--- config.mk ---
export PLATFORM = sky130hd
export DESIGN_NAME = lowest_free_slot_allocator
export DESIGN_NICKNAME = d
export VERILOG_FILES = /design/src/design/lfsa_pkg.sv /design/src/design/lowest_free_slot_allocator.sv
export SDC_FILE = /design/constraint.sdc
export NUM_CORES = 2
export LEC_CHECK = 0
export BUFFER_PORTS_ARGS = -buffer_cell sky130_fd_sc_hd__buf_2
export CORE_MARGIN = 1
export CORE_UTILIZATION = 40
export DETAILED_ROUTE_END_ITERATION = 8
export GPL_TIMING_DRIVEN = 1
export PLACE_DENSITY = 0.59
export SYNTH_ARGS = -nofsm -noshare
export SYNTH_HDL_FRONTEND = slang
export SYNTH_SLANG_ARGS = --single-unit
--- constraint.sdc ---
create_clock -name clk -period 11.1 [get_ports clk]
set_clock_uncertainty 0.1 [all_clocks]
set_input_delay 1.11 -clock clk [delete_from_list [all_inputs] [get_ports clk]]
set_output_delay 1.11 -clock clk [all_outputs]
set_load 0.02 [all_outputs]
--- src/design/lfsa_pkg.sv ---
`timescale 1ns / 1ps

package lfsa_pkg;

    localparam int CLIENT_W = 8;
    localparam int SLOT_FW  = 6;
    localparam int COUNT_W  = 9;

    // Use counts saturate here
    localparam logic [COUNT_W-1:0] USE_MAX = 9'd256;

    typedef enum logic
    {
        KIND_ARRIVE = 1'b0,
        KIND_DEPART = 1'b1
    } kind_t;

    typedef struct packed
    {
        kind_t               kind;
        logic [CLIENT_W-1:0] client;
    } req_t;

    typedef struct packed
    {
        logic [SLOT_FW-1:0] slot;
        logic               full_res;
        logic [COUNT_W-1:0] use_count;
    } rsp_t;

endpackage

--- src/design/lowest_free_slot_allocator.sv ---
`timescale 1ns / 1ps

// Channel   Direction  Handshake            Payload
// req       in         req_valid/req_stall  lfsa_pkg::req_t (kind, client)
// rsp       out        rsp_valid/rsp_stall  lfsa_pkg::rsp_t (slot, full_res, use_count)
//
// One transaction per cycle unless a result is held; stage 1, stage 2, then rsp_reg.
// The slot search over the free map and its update both happen in stage 1, so events
// issue back to back; the client table and use-count memory reads are pipelined
// around that step with bypass from the transaction just ahead.
// Reset frees every slot and clears all use counts at once (no clearing pass).
// A stalled result freezes the whole pipeline and req_stall rises in the same cycle.
module lowest_free_slot_allocator #(
    parameter int NUM_SLOTS   = 64,
    parameter int MAX_CLIENTS = 256
) (
    input  logic           clk,
    input  logic           rst_n,
    input  logic           req_valid,
    output logic           req_stall,
    input  lfsa_pkg::req_t req,
    output logic           rsp_valid,
    input  logic           rsp_stall,
    output lfsa_pkg::rsp_t rsp
);

    localparam int SLOT_W = $clog2(NUM_SLOTS);
    localparam int HW_W   = $clog2(NUM_SLOTS + 1);
    localparam int CL_W   = $clog2(MAX_CLIENTS);
    localparam int TAB_N  = 2 ** lfsa_pkg::CLIENT_W;

    typedef logic [CL_W-1:0] cl_tab_t [TAB_N];

    // Map every client code onto its table row, wrapping past MAX_CLIENTS
    function automatic cl_tab_t build_cl_tab();
        cl_tab_t tab;
        for (int i = 0; i < TAB_N; i++)
        begin
            tab[i] = CL_W'(i % MAX_CLIENTS);
        end
        return tab;
    endfunction

    localparam cl_tab_t CL_TAB = build_cl_tab();

    // Storage
    logic [SLOT_W-1:0]           client_slot_mem [MAX_CLIENTS];
    logic [lfsa_pkg::COUNT_W-1:0] uses_mem [NUM_SLOTS];

    // Control state
    logic                 advance;
    logic                 s1_valid_reg, s2_valid_reg, out_valid_reg;
    logic [NUM_SLOTS-1:0] free_map_reg, free_map_next;
    logic [HW_W-1:0]      hw_reg, hw_next;

    // Stage 1: request plus client table read
    logic                 s1_kind_reg;
    logic [CL_W-1:0]      s1_client_reg;
    logic [SLOT_W-1:0]    s1_slot_rd_reg;
    logic                 s1_fwd_reg;
    logic [SLOT_W-1:0]    s1_fwd_slot_reg;

    // Stage 2: chosen slot plus use-count read
    logic [SLOT_W-1:0]            s2_slot_reg;
    logic                         s2_full_reg;
    logic                         s2_alloc_reg;
    logic [lfsa_pkg::COUNT_W-1:0] s2_cnt_rd_reg;
    logic                         s2_hit_reg;
    logic                         s2_fwd_reg;
    logic [lfsa_pkg::COUNT_W-1:0] s2_fwd_cnt_reg;

    lfsa_pkg::rsp_t rsp_reg, rsp_next;

    logic [CL_W-1:0]              cl_idx;
    logic [NUM_SLOTS-1:0]         low_onehot;
    logic [SLOT_W-1:0]            low_idx;
    logic                         found;
    logic                         arrive;
    logic                         alloc_ok;
    logic [SLOT_W-1:0]            dep_slot;
    logic [SLOT_W-1:0]            x_slot;
    logic                         cs_fwd_next;
    logic                         uses_fwd_next;
    logic [lfsa_pkg::COUNT_W-1:0] cnt_base;
    logic [lfsa_pkg::COUNT_W-1:0] cnt_new;

    // Move the whole pipeline unless a result is held
    assign advance   = !(out_valid_reg && rsp_stall);
    assign req_stall = !advance;
    assign rsp_valid = out_valid_reg;
    assign rsp       = rsp_reg;

    assign cl_idx = CL_TAB[req.client];

    // Isolate the lowest free slot and encode it
    assign low_onehot = free_map_reg & (~free_map_reg + NUM_SLOTS'(1));
    assign found      = |free_map_reg;

    always_comb
    begin
        low_idx = '0;
        for (int i = 0; i < NUM_SLOTS; i++)
        begin
            if (low_onehot[i])
            begin
                low_idx = low_idx | SLOT_W'(i);
            end
        end
    end

    // Resolve the transaction in stage 1
    assign arrive   = (s1_kind_reg == lfsa_pkg::KIND_ARRIVE);
    assign alloc_ok = s1_valid_reg && arrive && found;
    assign dep_slot = s1_fwd_reg ? s1_fwd_slot_reg : s1_slot_rd_reg;
    assign x_slot   = arrive ? low_idx : dep_slot;

    // Bypass a client table write to the request entering behind it
    assign cs_fwd_next   = alloc_ok && (cl_idx == s1_client_reg);
    // Bypass a use-count write to the slot entering stage 2 behind it
    assign uses_fwd_next = s2_valid_reg && s2_alloc_reg && (x_slot == s2_slot_reg);

    always_comb
    begin
        free_map_next = free_map_reg;
        if (advance && s1_valid_reg)
        begin
            if (alloc_ok)
            begin
                free_map_next[low_idx] = 1'b0;
            end
            if (!arrive)
            begin
                free_map_next[dep_slot] = 1'b1;
            end
        end
    end

    // Use count after this transaction; slots at or above the high-water mark read zero
    always_comb
    begin
        if (s2_fwd_reg)
        begin
            cnt_base = s2_fwd_cnt_reg;
        end
        else if (s2_hit_reg)
        begin
            cnt_base = s2_cnt_rd_reg;
        end
        else
        begin
            cnt_base = '0;
        end
        if (s2_alloc_reg && (cnt_base < lfsa_pkg::USE_MAX))
        begin
            cnt_new = cnt_base + lfsa_pkg::COUNT_W'(1);
        end
        else
        begin
            cnt_new = cnt_base;
        end
    end

    // Advance the high-water mark when a fresh slot is first taken
    always_comb
    begin
        hw_next = hw_reg;
        if (advance && s2_valid_reg && s2_alloc_reg && (HW_W'(s2_slot_reg) == hw_reg))
        begin
            hw_next = hw_reg + HW_W'(1);
        end
    end

    always_comb
    begin
        rsp_next.slot      = lfsa_pkg::SLOT_FW'(s2_slot_reg);
        rsp_next.full_res  = s2_full_reg;
        rsp_next.use_count = s2_full_reg ? '0 : cnt_new;
    end

    // Hold control state
    always_ff @(posedge clk or negedge rst_n)
    begin
        if (!rst_n)
        begin
            s1_valid_reg  <= 1'b0;
            s2_valid_reg  <= 1'b0;
            out_valid_reg <= 1'b0;
            free_map_reg  <= '1;
            hw_reg        <= '0;
        end
        else
        begin
            free_map_reg <= free_map_next;
            hw_reg       <= hw_next;
            if (advance)
            begin
                s1_valid_reg  <= req_valid;
                s2_valid_reg  <= s1_valid_reg;
                out_valid_reg <= s2_valid_reg;
            end
        end
    end

    // Advance payload, client table and use-count memory
    always_ff @(posedge clk)
    begin
        if (advance)
        begin
            s1_kind_reg     <= req.kind;
            s1_client_reg   <= cl_idx;
            s1_slot_rd_reg  <= client_slot_mem[cl_idx];
            s1_fwd_reg      <= cs_fwd_next;
            s1_fwd_slot_reg <= low_idx;

            s2_slot_reg    <= x_slot;
            s2_full_reg    <= arrive && !found;
            s2_alloc_reg   <= arrive && found;
            s2_cnt_rd_reg  <= uses_mem[x_slot];
            s2_hit_reg     <= (HW_W'(x_slot) < hw_reg);
            s2_fwd_reg     <= uses_fwd_next;
            s2_fwd_cnt_reg <= cnt_new;

            rsp_reg <= rsp_next;

            if (alloc_ok)
            begin
                client_slot_mem[s1_client_reg] <= low_idx;
            end
            if (s2_valid_reg && s2_alloc_reg)
            begin
                uses_mem[s2_slot_reg] <= cnt_new;
            end
        end
    end

endmodule

==> impl_metrics.yaml <==
floorplan:
  dieArea_um2: 229000
  num_rows: 174
  start_util: 0.404
  core_area_um2: 225000
  io-pin-count: 31
  fp.dieH_um: 479
  die_w_um: 479
sta:
  fin_crit_ps: 6220
  max_freq_mhz: 161
  hold_viol: 0
  max_slew.worst_pin.slew_ps: 1270
  drv_slew: 0
  finalSetupTns_ps: 0
  fin_crit_sh: 0.561
  setup-violations-final: 0
  rsz0062_at_grt: "false"
  slew_headroom: 0.150
  hold_ws_ps: 299
grt:
  grt_pass1_wl_mm: 335
  overflow: 0
  grt_pass1_vias: 47300
  grt_max_degree: 204
  antenna_found_initial: 7
  grt_usage: 0.199
cells_and_area:
  largest_reg_flops: 1536
  drive_above_1_share: 0.207
  fin_nets: 5059
  syn2layout_area_growth_pct: 11.9
setup_path:
  worst_ep_required_time_ps: 11600
  critPathKind: "reg -> reg"
  reg2reg_from: "free_map_reg[30]$_DFFE_PN1P_"
  crit_fanout: 76
  endpoint_kind: "flop"
  cpPeakStageDelay_ps: 930
  r2r_slack_ps: 4880
  reg2reg_to: "s2_cnt_rd_reg[6]$_DFFE_PN_"
  cp_cell_sequence: "nor4_4 -> nand3_2 -> nor4_4 -> nand3_1 -> nand4_1 -> nor3_1 -> or2_4 -> inv_4 -> buf_4 -> mux2i_1 -> a22oi_1 -> nand4_1 -> or4_1"
  critical_path.startpoint_type: "flop"
  arrival_ps: 6720
  worstSetupStartpoint: "free_map_reg[30]$_DFFE_PN1P_"
  path_buf_inv: 2
  r2r_cells: 13
  cp_top_family: "simple AND/OR/NAND/NOR gates"
  critical-path-slowest-cell: "buf_4"
yosys:
  ys_types: 98
  synth_edf_count: 2178
  synthesis.area_um2: 90900
  ys_warn_count: 0
  synth_ff_type: "edfxtp_1"
  netlist_top_cells_count: "2178 x edfxtp_1, 510 x mux4_2, 466 x nand2_1, 383 x nor2_1, 168 x o21ai_0"
  yosys.area.top_type_share: 0.719
  yosys-top-cells-area: "edfxtp_1 72%, mux4_2 13%, nand2_1 1.9%"
  syn-num-nets: 5015
  seq_area_frac_synth: 0.740
  synth.avg_cell_area_um2: 18.2
  async_reset_ff_frac: 0.0329
  yosysTopAreaCell: "edfxtp_1"
  netlist_instances: 4995
  synth-seq-cells: 2252
  yosys.cell_count.top_type: "edfxtp_1"
status:
  status: "completed"
clocking:
  cts_resized: 0
  htree_num_levels: 4
  cts.clk_slew.worst_paths_ps: 70
  clock-sinks: 2252
  post_cts_buffers: 0
  clock_latency_ps: 890
  cts_buffers: 225
  cts_buffer_depth: 3
  cts.hold.buffers_added: 0
  root_buffer: "clkbuf_16"
  tritoncts: "yes"
power:
  pwr-share-comb: 0.262
  p_int_uw: 18100
  p_sw_uw: 9280
  swShare: 0.339
  p_seq_frac: 0.458
  pwr-share-clk: 0.279
  leakage_uw: 0.0320
  peakVddDrop_mv: 0.396
  power_density_nw_per_um2: 269
detailed_routing:
  wl_met1_mm: 99.1
  vias_per_cell: 5.77
  drc_errors: 0
  vias: 47500
  top_layer: "met5"
  ant_nets: 0
  drtIter0Drc: 5641
  met2_length_mm: 108
  drtPass1Iterations: 6
  post_drt_wl_per_cell_um: 27.8
  wl_met3_mm: 15.3
  totalWireLength_mm: 229
worst_hold_path:
  hold_end: "s1_kind_reg$_DFFE_PN_"
  min_path_type: "in -> reg"
  holdCritStartpoint: "req[8]"
  holdPathStages: 1
placed_design:
  port_buffers: 30
  dp_hpwl_mm: 139
  place_congestion: 0.968
run:
  timing.max_cap.violations: 0
## worst register-to-register path, stage by stage, from the launching register on
cell and delay, ps:
dfstp_2 410, nor4_4 470, nand3_2 430, nor4_4 720, nand3_1 160, nand4_1 130, nor3_1 90, or2_4 480
inv_4 640, buf_4 1010, mux2i_1 210, a22oi_1 450, nand4_1 150, or4_1 500
## final cells by class
cell class | count | area [µm²]
tap | 2992 | 3740
sequential | 2252 | 67300
fill | 19100 | 124000
antenna | 1 | 2.50
timing repair buffer | 94 | 747
inverter | 34 | 156
clock buffer | 278 | 5850
multi-input combinational | 2432 | 22300
clock inverter | 146 | 1630
## through the flow
step / std cells / utilization / setup WS, ps / cell area [µm²] / total power (µW)
2_1_floorplan: 4995 / - / 2990 / 90900 / 17400
3_3_place_gp: 7803 / 0.419 / 5090 / 94300 / 19700
3_5_place_dp: 7804 / 0.419 / 5020 / 94300 / 19900
4_1_cts: 8228 / 0.452 / 4990 / 102000 / 27500
5_1_grt: 8229 / 0.452 / 4610 / 102000 / 28400
6_report: 8229 / 0.452 / 4880 / 102000 / 27400
## routing by layer
layer,global-route usage,up-vias
li1,-,20200
met1,0.285,25200
met2,0.314,1743
met3,0.0336,359
met4,0.0570,6
met5,0,-
## cells in the final DEF (no fill, tap or decap), types with 38 or more instances in the layout
cell type,n
edfxtp_1,2178
mux4_2,510
nand2_1,464
nor2_1,383
clkbuf_16,226
o21ai_0,167
nand3_1,160
mux2i_1,119
a21oi_1,82
nand4_1,81
dfstp_2,64
buf_4,58
clkbuf_1,52
clkinv_1,51
nor3_1,45
clkinv_2,38
## kinds of logic after synthesis
logic type,Yosys count,synth area share
AO/OA/AOI/OAI,422,0.0292
XOR/XNOR,32,0.00308
adder cells (fa/ha/maj),7,0.000963
buffers and inverters,311,0.0155
flip-flops,2252,0.740
multiplexers,645,0.141
AND/OR/NAND/NOR,1326,0.0695
## worst max path at each step
stage / end / depth (start not counted)
global placement: s2_cnt_rd_reg[6]$_DFFE_PN_ / 13
CTS: s2_cnt_rd_reg[6]$_DFFE_PN_ / 13
finish: s2_cnt_rd_reg[6]$_DFFE_PN_ / 13
global route: s2_cnt_rd_reg[6]$_DFFE_PN_ / 13
detailed placement: s2_cnt_rd_reg[6]$_DFFE_PN_ / 13
floorplan: free_map_reg[20]$_DFFE_PN1P_ / 13
## power groups by stage
stage,sequential [µW],clock (µW),combinational [µW]
floorplan,13100,0,4240
global placement,12700,0,7000
detailed placement,12700,0,7190
CTS,12500,7760,7190
global route,12600,8090,7700
finish,12500,7640,7180
Note: power is estimated with default switching activity, not from simulation.
